==> config.mk <==
export PLATFORM = sky130hd
export DESIGN_NAME = gyro_rate_integrator_3axis_top
export DESIGN_NICKNAME = d
export VERILOG_FILES = /design/src/gri_pkg.sv /design/src/gri_mdu.sv /design/src/gyro_rate_integrator_3axis_top.sv
export SDC_FILE = /design/constraint.sdc
export NUM_CORES = 2
export LEC_CHECK = 0
export CORE_ASPECT_RATIO = 1.1
export CORE_MARGIN = 2
export CORE_UTILIZATION = 55
export DETAILED_ROUTE_END_ITERATION = 10
export DONT_BUFFER_PORTS = 1
export PLACE_DENSITY = 0.71
export SYNTH_ARGS = -nofsm -noshare
export SYNTH_HDL_FRONTEND = slang
export SYNTH_SLANG_ARGS = --single-unit
==> constraint.sdc <==
create_clock -name i_clk -period 18.75 [get_ports i_clk]
set_clock_uncertainty 0.2 [all_clocks]
set_input_delay 0.9375 -clock i_clk [delete_from_list [all_inputs] [get_ports i_clk]]
set_output_delay 0.9375 -clock i_clk [all_outputs]
set_load 0.02 [all_outputs]
==> src/gri_pkg.sv <==
// ----------------------------------------------------------------------------
// gri_pkg
// Types, codes and constants shared by the three-axis gyro rate integrator.
// ----------------------------------------------------------------------------
package gri_pkg;

    // field widths
    localparam int GRI_ANGLE_BITS = 48;
    localparam int GRI_AXES       = 3;
    localparam int GRI_AXIS_W     = 2;
    localparam int GRI_RATE_W     = 16;
    localparam int GRI_STAMP_W    = 32;
    localparam int GRI_GAIN_W     = 16;
    localparam int GRI_DB_W       = 15;
    localparam int GRI_ACT_W      = 2;

    // magnitude of cur + prev - 2 * offset
    localparam int GRI_MAG_W      = GRI_RATE_W + 1;

    // increment = |n| * gain * dt * 128 / 1000 = |n| * gain * dt * 16 / 125
    localparam int GRI_DIVISOR    = 125;
    localparam int GRI_PRE_SHIFT  = 4;
    localparam int GRI_QUOT_W     = 63;

    // signed width for the saturating accumulate
    localparam int GRI_SUM_W = ((GRI_ANGLE_BITS > GRI_QUOT_W) ? GRI_ANGLE_BITS : GRI_QUOT_W) + 2;

    // action codes
    localparam logic [GRI_ACT_W-1:0] ACT_INTEG = 2'd0;
    localparam logic [GRI_ACT_W-1:0] ACT_ZERO  = 2'd1;
    localparam logic [GRI_ACT_W-1:0] ACT_TIMER = 2'd2;

    // configuration register map
    localparam int GRI_CFG_IDX_W  = 3;
    localparam int GRI_CFG_DATA_W = 16;
    localparam logic [GRI_CFG_IDX_W-1:0] CFG_OFFSET_X = 3'd0;
    localparam logic [GRI_CFG_IDX_W-1:0] CFG_OFFSET_Y = 3'd1;
    localparam logic [GRI_CFG_IDX_W-1:0] CFG_OFFSET_Z = 3'd2;
    localparam logic [GRI_CFG_IDX_W-1:0] CFG_DEADBAND = 3'd3;
    localparam logic [GRI_CFG_IDX_W-1:0] CFG_GAIN     = 3'd4;

    localparam logic [GRI_GAIN_W-1:0] GRI_GAIN_RESET = 16'd256;

    // input request
    typedef struct packed {
        logic [GRI_ACT_W-1:0]          action;
        logic signed [GRI_RATE_W-1:0]  rate_x;
        logic signed [GRI_RATE_W-1:0]  rate_y;
        logic signed [GRI_RATE_W-1:0]  rate_z;
        logic [GRI_STAMP_W-1:0]        stamp_ms;
    } t_in;

    // result request
    typedef struct packed {
        logic signed [GRI_ANGLE_BITS-1:0] angle_x;
        logic signed [GRI_ANGLE_BITS-1:0] angle_y;
        logic signed [GRI_ANGLE_BITS-1:0] angle_z;
    } t_out;

    // sequencer to multiply/divide unit
    typedef struct packed {
        logic                   start;
        logic [GRI_MAG_W-1:0]   mag;
        logic [GRI_GAIN_W-1:0]  gain;
        logic [GRI_STAMP_W-1:0] dt;
    } t_mdu_ctl;

    // multiply/divide unit to sequencer
    typedef struct packed {
        logic                  done;
        logic [GRI_QUOT_W-1:0] quot;
    } t_mdu_sts;

endpackage

==> src/gri_mdu.sv <==
// ----------------------------------------------------------------------------
// gri_mdu
// Shared multiply and divide unit: floor(mag * gain * dt * 16 / 125) using
// one 33x16 multiplier in three steps and a radix-16 divider by 125.
// ----------------------------------------------------------------------------
module gri_mdu (
    input  logic                i_clk,
    input  logic                i_rst_n,
    input  gri_pkg::t_mdu_ctl   i_ctl,
    output gri_pkg::t_mdu_sts   o_sts
);
    import gri_pkg::*;

    localparam int A_W    = GRI_MAG_W + GRI_GAIN_W;
    localparam int H_W    = GRI_STAMP_W / 2;
    localparam int M_W    = A_W + H_W;
    localparam int P_W    = A_W + GRI_STAMP_W;
    localparam int DIGITS = (P_W + GRI_PRE_SHIFT + 3) / 4;
    localparam int D_W    = DIGITS * 4;
    localparam int R_W    = $clog2(GRI_DIVISOR);
    localparam int V_W    = R_W + 4;
    localparam int C_W    = $clog2(DIGITS);

    localparam logic [2:0] MS_IDLE = 3'd0;
    localparam logic [2:0] MS_MUL0 = 3'd1;
    localparam logic [2:0] MS_MUL1 = 3'd2;
    localparam logic [2:0] MS_MUL2 = 3'd3;
    localparam logic [2:0] MS_DIV  = 3'd4;

    logic [2:0]             r_state, n_state;
    logic [C_W-1:0]         r_cnt;
    logic                   r_done, n_done;
    logic [GRI_MAG_W-1:0]   r_mag;
    logic [GRI_GAIN_W-1:0]  r_gain;
    logic [GRI_STAMP_W-1:0] r_dt;
    logic [A_W-1:0]         r_a;
    logic [P_W-1:0]         r_prod;
    logic [D_W-1:0]         r_dvd;
    logic [R_W-1:0]         r_rem;
    logic [GRI_QUOT_W-1:0]  r_quot;

    logic [A_W-1:0]         w_mul_a;
    logic [H_W-1:0]         w_mul_b;
    logic [M_W-1:0]         w_mul;
    logic [P_W-1:0]         w_full;
    logic [V_W-1:0]         w_v;
    logic [3:0]             w_digit;
    logic [V_W-1:0]         w_rem;

    // quotient digit of a partial remainder below 16 * 125
    function automatic logic [3:0] f_digit(input logic [V_W-1:0] v);
        logic [3:0] d;
        d = 4'd0;
        for (int k = 1; k < 16; k++) begin
            if (v >= V_W'(k * GRI_DIVISOR)) begin
                d = 4'(k);
            end
        end
        return d;
    endfunction

    // shared multiplier operand select
    always_comb begin
        case (r_state)
            MS_MUL0: begin
                w_mul_a = A_W'(r_mag);
                w_mul_b = r_gain;
            end
            MS_MUL1: begin
                w_mul_a = r_a;
                w_mul_b = r_dt[H_W-1:0];
            end
            default: begin
                w_mul_a = r_a;
                w_mul_b = r_dt[GRI_STAMP_W-1:H_W];
            end
        endcase
    end

    assign w_mul  = M_W'(w_mul_a) * M_W'(w_mul_b);
    assign w_full = r_prod + (P_W'(w_mul) << H_W);

    // one radix-16 division step
    assign w_v     = {r_rem, r_dvd[D_W-1 -: 4]};
    assign w_digit = f_digit(w_v);
    assign w_rem   = w_v - V_W'(w_digit) * V_W'(GRI_DIVISOR);

    // step sequencing
    always_comb begin
        n_state = r_state;
        n_done  = 1'b0;
        case (r_state)
            MS_IDLE: begin
                if (i_ctl.start) begin
                    n_state = MS_MUL0;
                end
            end
            MS_MUL0: n_state = MS_MUL1;
            MS_MUL1: n_state = MS_MUL2;
            MS_MUL2: n_state = MS_DIV;
            MS_DIV: begin
                if (r_cnt == C_W'(DIGITS - 1)) begin
                    n_state = MS_IDLE;
                    n_done  = 1'b1;
                end
            end
            default: n_state = MS_IDLE;
        endcase
    end

    // control registers
    always_ff @(posedge i_clk) begin
        if (!i_rst_n) begin
            r_state <= MS_IDLE;
            r_done  <= 1'b0;
        end else begin
            r_state <= n_state;
            r_done  <= n_done;
        end
    end

    // datapath registers
    always_ff @(posedge i_clk) begin
        case (r_state)
            MS_IDLE: begin
                if (i_ctl.start) begin
                    r_mag  <= i_ctl.mag;
                    r_gain <= i_ctl.gain;
                    r_dt   <= i_ctl.dt;
                end
            end
            MS_MUL0: r_a    <= w_mul[A_W-1:0];
            MS_MUL1: r_prod <= P_W'(w_mul);
            MS_MUL2: begin
                r_dvd  <= D_W'(w_full) << GRI_PRE_SHIFT;
                r_rem  <= '0;
                r_quot <= '0;
                r_cnt  <= '0;
            end
            MS_DIV: begin
                r_dvd  <= r_dvd << 4;
                r_rem  <= w_rem[R_W-1:0];
                r_quot <= {r_quot[GRI_QUOT_W-5:0], w_digit};
                r_cnt  <= r_cnt + 1'b1;
            end
            default: ;
        endcase
    end

    assign o_sts.done = r_done;
    assign o_sts.quot = r_quot;

endmodule

==> src/gyro_rate_integrator_3axis_top.sv <==
// ----------------------------------------------------------------------------
// gyro_rate_integrator_3axis_top
// Trapezoidal three-axis gyro angle integrator with saturating angles.
// ----------------------------------------------------------------------------
// A zero or timer request goes straight to the output state; an integrate
// request visits each axis in turn, skipping one inside the deadband and
// else waiting on the shared unit (3 multiply and 18 radix-16 divide steps).
// One request at a time; the input stalls until the result is registered.
// Reset is synchronous, active low: angles, samples and timer go to zero,
// gain to 1.0, offsets and deadband to zero.
module gyro_rate_integrator_3axis_top (
    input  logic                                i_clk,
    input  logic                                i_rst_n,
    input  logic                                i_in_valid,
    output logic                                o_in_stall,
    input  gri_pkg::t_in                        i_in_data,
    output logic                                o_out_valid,
    input  logic                                i_out_stall,
    output gri_pkg::t_out                       o_out_data,
    input  logic                                i_cfg_we,
    input  logic [gri_pkg::GRI_CFG_IDX_W-1:0]   i_cfg_idx,
    input  logic [gri_pkg::GRI_CFG_DATA_W-1:0]  i_cfg_data
);
    import gri_pkg::*;

    localparam int A  = GRI_ANGLE_BITS;
    localparam int S  = GRI_SUM_W;
    localparam int RW = GRI_RATE_W;

    localparam logic [1:0] ST_IDLE = 2'd0;
    localparam logic [1:0] ST_AXIS = 2'd1;
    localparam logic [1:0] ST_WAIT = 2'd2;
    localparam logic [1:0] ST_OUT  = 2'd3;

    logic [1:0]               r_state, n_state;
    logic [GRI_AXIS_W-1:0]    r_axis, n_axis;
    logic                     r_out_valid, n_out_valid;
    t_out                     r_out;

    logic signed [RW-1:0]     r_offset [GRI_AXES];
    logic [GRI_DB_W-1:0]      r_deadband;
    logic [GRI_GAIN_W-1:0]    r_gain;
    logic signed [A-1:0]      r_acc    [GRI_AXES];
    logic signed [RW-1:0]     r_prev   [GRI_AXES];
    logic signed [RW-1:0]     r_cur    [GRI_AXES];
    logic [GRI_STAMP_W-1:0]   r_prev_stamp;
    logic [GRI_STAMP_W-1:0]   r_dt;

    logic                     w_accept;
    logic                     w_last;
    logic                     w_skip;
    logic                     w_flow_end;
    logic signed [RW-1:0]     w_cur, w_prev, w_off;
    logic signed [RW:0]       w_dev;
    logic [RW:0]              w_adev;
    logic signed [RW+1:0]     w_n, w_n_neg;
    logic [GRI_MAG_W-1:0]     w_mag;
    logic signed [S-1:0]      w_acc_ext, w_m_ext, w_sum, w_hi, w_lo;
    logic signed [A-1:0]      w_acc_sat;
    t_mdu_ctl                 w_ctl;
    t_mdu_sts                 w_sts;

    assign w_accept = i_in_valid && !o_in_stall;
    assign w_last   = (r_axis == GRI_AXIS_W'(GRI_AXES - 1));

    // per-axis deviation, deadband and trapezoid sum
    assign w_cur   = r_cur[r_axis];
    assign w_prev  = r_prev[r_axis];
    assign w_off   = r_offset[r_axis];
    assign w_dev   = {w_cur[RW-1], w_cur} - {w_off[RW-1], w_off};
    assign w_adev  = w_dev[RW] ? (RW+1)'(-w_dev) : w_dev;
    assign w_skip  = (w_adev < (RW+1)'(r_deadband));
    assign w_n     = {{2{w_cur[RW-1]}}, w_cur} + {{2{w_prev[RW-1]}}, w_prev}
                   - {w_off[RW-1], w_off, 1'b0};
    assign w_n_neg = -w_n;
    assign w_mag   = w_n[RW+1] ? w_n_neg[GRI_MAG_W-1:0] : w_n[GRI_MAG_W-1:0];

    // shared multiply/divide unit
    assign w_ctl.start = (r_state == ST_AXIS) && !w_skip;
    assign w_ctl.mag   = w_mag;
    assign w_ctl.gain  = r_gain;
    assign w_ctl.dt    = r_dt;

    gri_mdu u_mdu (
        .i_clk   (i_clk),
        .i_rst_n (i_rst_n),
        .i_ctl   (w_ctl),
        .o_sts   (w_sts)
    );

    // saturating accumulate, the sign of n sets the direction
    assign w_acc_ext = {{(S-A){r_acc[r_axis][A-1]}}, r_acc[r_axis]};
    assign w_m_ext   = {{(S-GRI_QUOT_W){1'b0}}, w_sts.quot};
    assign w_sum     = w_n[RW+1] ? (w_acc_ext - w_m_ext) : (w_acc_ext + w_m_ext);
    assign w_hi      = {{(S-A+1){1'b0}}, {(A-1){1'b1}}};
    assign w_lo      = ~w_hi;

    always_comb begin
        if (w_sum > w_hi) begin
            w_acc_sat = {1'b0, {(A-1){1'b1}}};
        end else if (w_sum < w_lo) begin
            w_acc_sat = {1'b1, {(A-1){1'b0}}};
        end else begin
            w_acc_sat = w_sum[A-1:0];
        end
    end

    assign w_flow_end = w_last && (((r_state == ST_AXIS) && w_skip)
                                || ((r_state == ST_WAIT) && w_sts.done));

    // sequencer
    always_comb begin
        n_state     = r_state;
        n_axis      = r_axis;
        n_out_valid = r_out_valid && i_out_stall;
        case (r_state)
            ST_IDLE: begin
                if (w_accept) begin
                    n_axis = '0;
                    if (i_in_data.action == ACT_INTEG) begin
                        n_state = ST_AXIS;
                    end else begin
                        n_state = ST_OUT;
                    end
                end
            end
            ST_AXIS: begin
                if (w_skip) begin
                    if (w_last) begin
                        n_state = ST_OUT;
                    end else begin
                        n_axis = r_axis + 1'b1;
                    end
                end else begin
                    n_state = ST_WAIT;
                end
            end
            ST_WAIT: begin
                if (w_sts.done) begin
                    if (w_last) begin
                        n_state = ST_OUT;
                    end else begin
                        n_state = ST_AXIS;
                        n_axis  = r_axis + 1'b1;
                    end
                end
            end
            ST_OUT: begin
                if (!r_out_valid || !i_out_stall) begin
                    n_state     = ST_IDLE;
                    n_out_valid = 1'b1;
                end
            end
            default: n_state = ST_IDLE;
        endcase
    end

    // control, configuration and integrator state
    always_ff @(posedge i_clk) begin
        if (!i_rst_n) begin
            r_state      <= ST_IDLE;
            r_axis       <= '0;
            r_out_valid  <= 1'b0;
            r_deadband   <= '0;
            r_gain       <= GRI_GAIN_RESET;
            r_prev_stamp <= '0;
            for (int i = 0; i < GRI_AXES; i++) begin
                r_offset[i] <= '0;
                r_acc[i]    <= '0;
                r_prev[i]   <= '0;
            end
        end else begin
            r_state     <= n_state;
            r_axis      <= n_axis;
            r_out_valid <= n_out_valid;

            // register writes
            if (i_cfg_we) begin
                case (i_cfg_idx)
                    CFG_OFFSET_X: r_offset[0] <= i_cfg_data;
                    CFG_OFFSET_Y: r_offset[1] <= i_cfg_data;
                    CFG_OFFSET_Z: r_offset[2] <= i_cfg_data;
                    CFG_DEADBAND: r_deadband  <= i_cfg_data[GRI_DB_W-1:0];
                    CFG_GAIN:     r_gain      <= i_cfg_data;
                    default: ;
                endcase
            end

            // action handling at request accept
            if (w_accept) begin
                case (i_in_data.action)
                    ACT_INTEG: r_prev_stamp <= i_in_data.stamp_ms;
                    ACT_ZERO: begin
                        for (int i = 0; i < GRI_AXES; i++) begin
                            r_acc[i] <= '0;
                        end
                    end
                    ACT_TIMER: r_prev_stamp <= i_in_data.stamp_ms;
                    default: ;
                endcase
            end

            // angle update when the shared unit finishes
            if ((r_state == ST_WAIT) && w_sts.done) begin
                r_acc[r_axis] <= w_acc_sat;
            end

            // samples are recorded once all axes are through
            if (w_flow_end) begin
                for (int i = 0; i < GRI_AXES; i++) begin
                    r_prev[i] <= r_cur[i];
                end
            end
        end
    end

    // request payload and result registers
    always_ff @(posedge i_clk) begin
        if (w_accept && (i_in_data.action == ACT_INTEG)) begin
            r_cur[0] <= i_in_data.rate_x;
            r_cur[1] <= i_in_data.rate_y;
            r_cur[2] <= i_in_data.rate_z;
            r_dt     <= i_in_data.stamp_ms - r_prev_stamp;
        end
        if ((r_state == ST_OUT) && (!r_out_valid || !i_out_stall)) begin
            r_out.angle_x <= r_acc[0];
            r_out.angle_y <= r_acc[1];
            r_out.angle_z <= r_acc[2];
        end
    end

    assign o_in_stall  = (r_state != ST_IDLE);
    assign o_out_valid = r_out_valid;
    assign o_out_data  = r_out;

endmodule

After elaboration in Yosys (flattened, before gate mapping) --
Memories as Yosys holds them, arrays and structs flattened. A register that Yosys moved wholly into a read port is not among the register bits. Cells that the tools add are included.
Cells by class: $lt $le $gt $ge 18, bitwise gates (word level) 9, multipliers 2, multiplexer cells 90, divide/modulo/power cells 0, reduce and logical (&&, ||, !) cells 31, equality and inequality tests 22, shift-type cells 0, add/sub/neg operators 12
Operators with widths (number):
- $mux W48 | 6
- $pmux W72 S2 | 1
- $pmux W63 S2 | 1
- $mux W16 | 6
- $ge A11 B11 Y1 const B | 7
- $add A48 B64 Y65 | 1
- $add A49 B65 Y65 | 1
- $gt A65 B48 Y1 const B | 1
- $lt A65 B48 Y1 const B | 1
- $mux W65 | 1
- $sub A48 B64 Y65 | 1
- $mul A33 B16 Y49 | 1
- $reduce_or A48 Y1 | 1
- $ge A11 B10 Y1 const B | 4
- $mux W2 | 22
- $mux W17 | 2
- $neg A17 Y17 | 2
- $mux W33 | 1
- $mux W4 | 8
- $pmux W16 S2 | 1
- $sub A32 B32 Y32 | 1
- $mux W1 | 30
- $ge A11 B9 Y1 const B | 2
- $mux W3 | 6
- other kinds (35) | 76
Storage, ports and cells: input bits 106, bits in latches 0, memories kept 4, word-level logic and storage cells 206, memory bits (writable) 288, register bits after elaboration 398, bits in read-only memories 0
Memory list:
- r_acc | words 3, width 48, read ports 4, clocked after Yosys merged registers in 4, wr ports 3, RTL line gyro_rate_integrator_3axis_top.sv:43 | logic signed [A-1:0] r_acc [GRI_AXES];
- r_cur | words 3, width 16, read ports 4, clocked after Yosys merged registers in 1, wr ports 3, RTL line gyro_rate_integrator_3axis_top.sv:45 | logic signed [RW-1:0] r_cur [GRI_AXES];
- r_offset | words 3, width 16, read ports 1, clocked after Yosys merged registers in 1, wr ports 3, RTL line gyro_rate_integrator_3axis_top.sv:40 | logic signed [RW-1:0] r_offset [GRI_AXES];
- r_prev | words 3, width 16, read ports 1, clocked after Yosys merged registers in 1, wr ports 3, RTL line gyro_rate_integrator_3axis_top.sv:44 | logic signed [RW-1:0] r_prev [GRI_AXES];

Logic depth before layout (Yosys ltp) --
depth after elaboration 19, gate-level depth with buffers 44

By module --
A second synthesis with hierarchy kept.
Second synthesis, totals: cells, all modules 6165, area, all modules 63114.3 µm²
Modules (own cells, without submodules):
- gyro_rate_integrator_3axis_top | area an instance 32418.6 µm², instances 1, cells each 2993
- gri_mdu | area an instance 30695.7 µm², instances 1, cells each 3172

Least setup slack after synthesis --
No wires, ideal clock.
path kind input -> register, start input port i_out_stall, end register o_out_data[0] (netlist name), arrival 11.295 ns, path slack 6.387 ns, stages 1, path buffers 0, cell sequence a21boi_0
On the way: word-level cells in the longest chain between the ends 3
RTL lines:
- start: declaration | RTL line gyro_rate_integrator_3axis_top.sv:18 | input logic i_out_stall,
- $logic_not A1 Y1 | RTL line gyro_rate_integrator_3axis_top.sv:225 | if ((r_state == ST_OUT) && (!r_out_valid || !i_out_stall)) begin
- $logic_or A1 B1 Y1 | RTL line gyro_rate_integrator_3axis_top.sv:225
- $logic_and A1 B1 Y1 | RTL line gyro_rate_integrator_3axis_top.sv:225
No other way between the ends. A chain may end at the register's enable or synchronous reset.

Worst setup path in the final report --
start register u_mdu.r_state[1], end register u_mdu.r_dvd[67] (data pin)
On the way: word-level cells in the longest chain between the ends 5, elaborated cells between the ends (all ways) 9, those cells by class 1 x add/sub; 1 x mul; 4 x eq/ne; 3 x mux
RTL lines:
- start: declaration | RTL line gri_mdu.sv:30 | logic [2:0] r_state, n_state;
- start signal: assignment | RTL line gri_mdu.sv:117 | r_state <= n_state;
- $eq A3 B2 Y1 or $eq A3 B1 Y1 (tied branches) | RTL line gri_mdu.sv:64 | case (r_state)
- $pmux W16 S2 or $mux W33 (tied branches) | RTL line gri_mdu.sv:64
- $mul A33 B16 Y49 (*) | RTL line gri_mdu.sv:80 | assign w_mul = M_W'(w_mul_a) * M_W'(w_mul_b);
- net u_mdu.w_mul[16] | RTL line gri_mdu.sv:44 | logic [M_W-1:0] w_mul;
- $add A49 B65 Y65 (*) | RTL line gri_mdu.sv:81 | assign w_full = r_prod + (P_W'(w_mul) << H_W);
- $pmux W72 S2 (*) | RTL line gri_mdu.sv:124 | case (r_state)
- end signal: assignment | RTL line gri_mdu.sv:135 | r_dvd <= D_W'(w_full) << GRI_PRE_SHIFT;
- end signal: assignment | RTL line gri_mdu.sv:141 | r_dvd <= r_dvd << 4;
- end: declaration | RTL line gri_mdu.sv:38 | logic [D_W-1:0] r_dvd;
The timed path passes the listed nets; every way through them passes the cells marked *. The select of a mux whose other input is x is not followed.

==> out/qor.txt <==
Period Utilization, post-route: 65.0%
Synth async-reset ratio: 0%
max capacitance violation total: 0
vias per std cell: 5.96
worst slew pin tran: 1420 ps
CP Data Required Time: 18,970 ps
Critical Path AT: 12,400 ps
final-report max-slew violation count: 0
Initial Util: 55.5%
FF-to-FF path depth: 38
layout cells sized above 1: 5.75%
CP top delay family: compound AO/OA/AOI/OAI gates
clk root buf: clkbuf_16
IO Count: 252
RSZ-0062 raised after global routing: no
Crit path top cell by count: fa_1
Crit path largest cell delay: 1200 ps
Avg Inst Size Synth: 10.5 µm²
Max Freq: 82.1 MHz
Synth Instances: 5,969
relative slew slack: 5.16%
Final nets: 6,750
total core area: 113,000 µm²
CTS tree: built
CP Max Fanout: 59
Initial DRC Count: 4,205
r2r startpoint: u_mdu.r_state[1]
count leader, synth: nand2_1
Clock Latency Late Sink: 730 ps
Main synth FF type: edfxtp_1
first drt pass iteration count: 8
Worst R2R End: u_mdu.r_dvd[67]
Synth Warn #: 0
vias in the first global route: 43,800
Die Span Y: 358 µm
crit path kind: flip-flop to flip-flop
Worst R2R Setup Slack: 6570 ps
EDFF count, synth: 802
GRT overflow: 0
gr usage total: 27.7%
top cell type's share of synthesized area: 38.5%
setup bufs post-CTS: 0
Vias: 44,300
Clock Pin Slew Worst Setup and Hold Paths: 60 ps
CP max-delay cell: a21oi_1
# diodes: 0
Detailed Route WL: 162,000 µm
Critical Path End: u_mdu.r_dvd[67]
status: finished, final reports clean
cts bufs inserted: 89
final setup fails: 0
Yosys cell types: 104
Worst path depth: 38
crit path capture type: flip-flop
synth top area cells: edfxtp_1 (39%), fa_1 (15%), ha_1 (6.5%), nand2_1 (5.0%), inv_1 (4.3%)
routed len/inst: 21.8 µm
Hold WC Path Type: input port to flip-flop
syn nets: 6,858
CTS Hold Bufs: 0
Synth Cell Area: 62,500 µm²
Buf/Inv on CP: 7
CTS H-Tree Depth: 3
final count of hold timing violations: 0
Seq cells post-synth: 876
register area share after synthesis: 40.9%
Worst Setup SP: u_mdu.r_state[1]
Tmin final: 12,180 ps
clock sink count: 876
post-synth top area cell: edfxtp_1
largest net degree at the start of global routing: 83
post-CTS resize count: 0
first-pass GRT wire length: 250,000 µm
CP startpoint kind: flip-flop
area delta synth->final: 7.21%
Synth top cells by count: nand2_1 (829), edfxtp_1 (802), inv_1 (716)
# rows: 129
die footprint: 116,000 µm²
Detail Placement HPWL: 119,000 µm
maximum root-to-sink buffer count: 3
DRC: 0
Port Buf Inserts: 0
setup TNS: 0 ps
initial antenna violation count: 3
Final GP Congestion: 1.00
Routed Antenna Nets: 0
die extent in x: 325 µm
==> layout by cell type (no fill, tap or decap), drive strengths merged, types with 71 or more instances in the layout <==
cell type	n
xnor2	160
xor2	126
dfxtp	74
o21ai	157
nor2b	73
o31ai	143
a21o	97
nand2	830
edfxtp	802
and2	108
a21oi	298
and3	86
clkbuf	110
fa	459
mux2i	71
inv	725
ha	324
nor2	420
==> cell type report <==
| cell class | instances | area (µm²) |
|---|---|---|
| clock inverters | 55 | 688 |
| repair buffers | 62 | 465 |
| well taps | 1506 | 1880 |
| inverters | 718 | 2700 |
| fillers | 9289 | 45600 |
| multi-input cells | 4114 | 33300 |
| clock buffers | 110 | 2400 |
| flip-flops and latches | 876 | 25600 |
==> metal layers <==
layer  GRT usage, %  part of all wire [%]  routed length (µm)  vias up
met3           5.81                   9.0               14700      289
met5              0                     0                   0        -
met4           9.46                   3.0                4890        0
li1               -                     -                   -    20300
met1           38.3                    42               68000    21800
met2           44.0                    46               74800     1940
==> cells by family (layout without fill, tap and decap cells) <==
logic type,count (synthesis),in the layout,synth area share (%)
AOI/OAI and AO/OA,1087,1087,11.6
xor gates and xnor gates,286,286,4.01
buffers and inverters,979,945,5.99
and+or+nand+nor,1835,1835,13.4
DFF,876,876,40.9
adders and majority gates,783,783,21.2
muxes,123,123,2.94
==> worst min-delay path by stage <==
stage,startpoint,endpoint,cells past startpoint
final,i_rst_n,r_gain[8],1
after detailed placement,r_dt[16],u_mdu.r_dt[16],0
after floorplan,r_dt[0],u_mdu.r_dt[0],0
after global placement,r_dt[28],u_mdu.r_dt[28],0
after global routing,i_rst_n,r_gain[8],1
after CTS,i_rst_n,r_gain[8],1
==> metrics by stage <==
stage / util [%] / hold slack, ps / setup slack [ps] / cell area [µm²] / instances
after floorplan: - / 200 / 6390 / 62500 / 5969
after global placement: 56.8 / 203 / 7120 / 63900 / 7276
after detailed placement: 56.8 / 205 / 6780 / 63900 / 7276
after CTS: 59.5 / 69.1 / 6760 / 67000 / 7441
after global routing: 59.5 / 94.0 / 5850 / 67000 / 7441
final: 59.5 / 112 / 6570 / 67000 / 7441
==> registers in the layout (all words and copies together), names as in the netlist, 3 cells and up, named ones only <==
register,flops
u_mdu.r_dt,32
r_acc,192
u_mdu.r_quot,63
u_mdu.r_gain,16
r_offset,48
u_mdu.r_dvd,68
r_dt,32
u_mdu.r_cnt,5
r_cur,48
r_deadband,15
r_prev_stamp,32
u_mdu.r_prod,49
u_mdu.r_a,33
u_mdu.r_mag,17
u_mdu.r_rem,7
o_out_data,144
u_mdu.r_state,3
r_prev,48
r_gain,16
==> worst reg2reg max path: cells and delay by family, from the launching register on <==
| kind | cells | cell delay (ps) |
|---|---|---|
| AOI/OAI and AO/OA | 9 | 3880 |
| xor gates and xnor gates | 2 | 330 |
| adders and majority gates | 8 | 3790 |
| buffers and inverters | 7 | 1090 |
| DFF | 1 | 380 |
| and+or+nand+nor | 12 | 2210 |
Power is left out: the tool's default activity adds up to more than one toggle a clock period on the data nets, which glitch-free logic cannot reach.
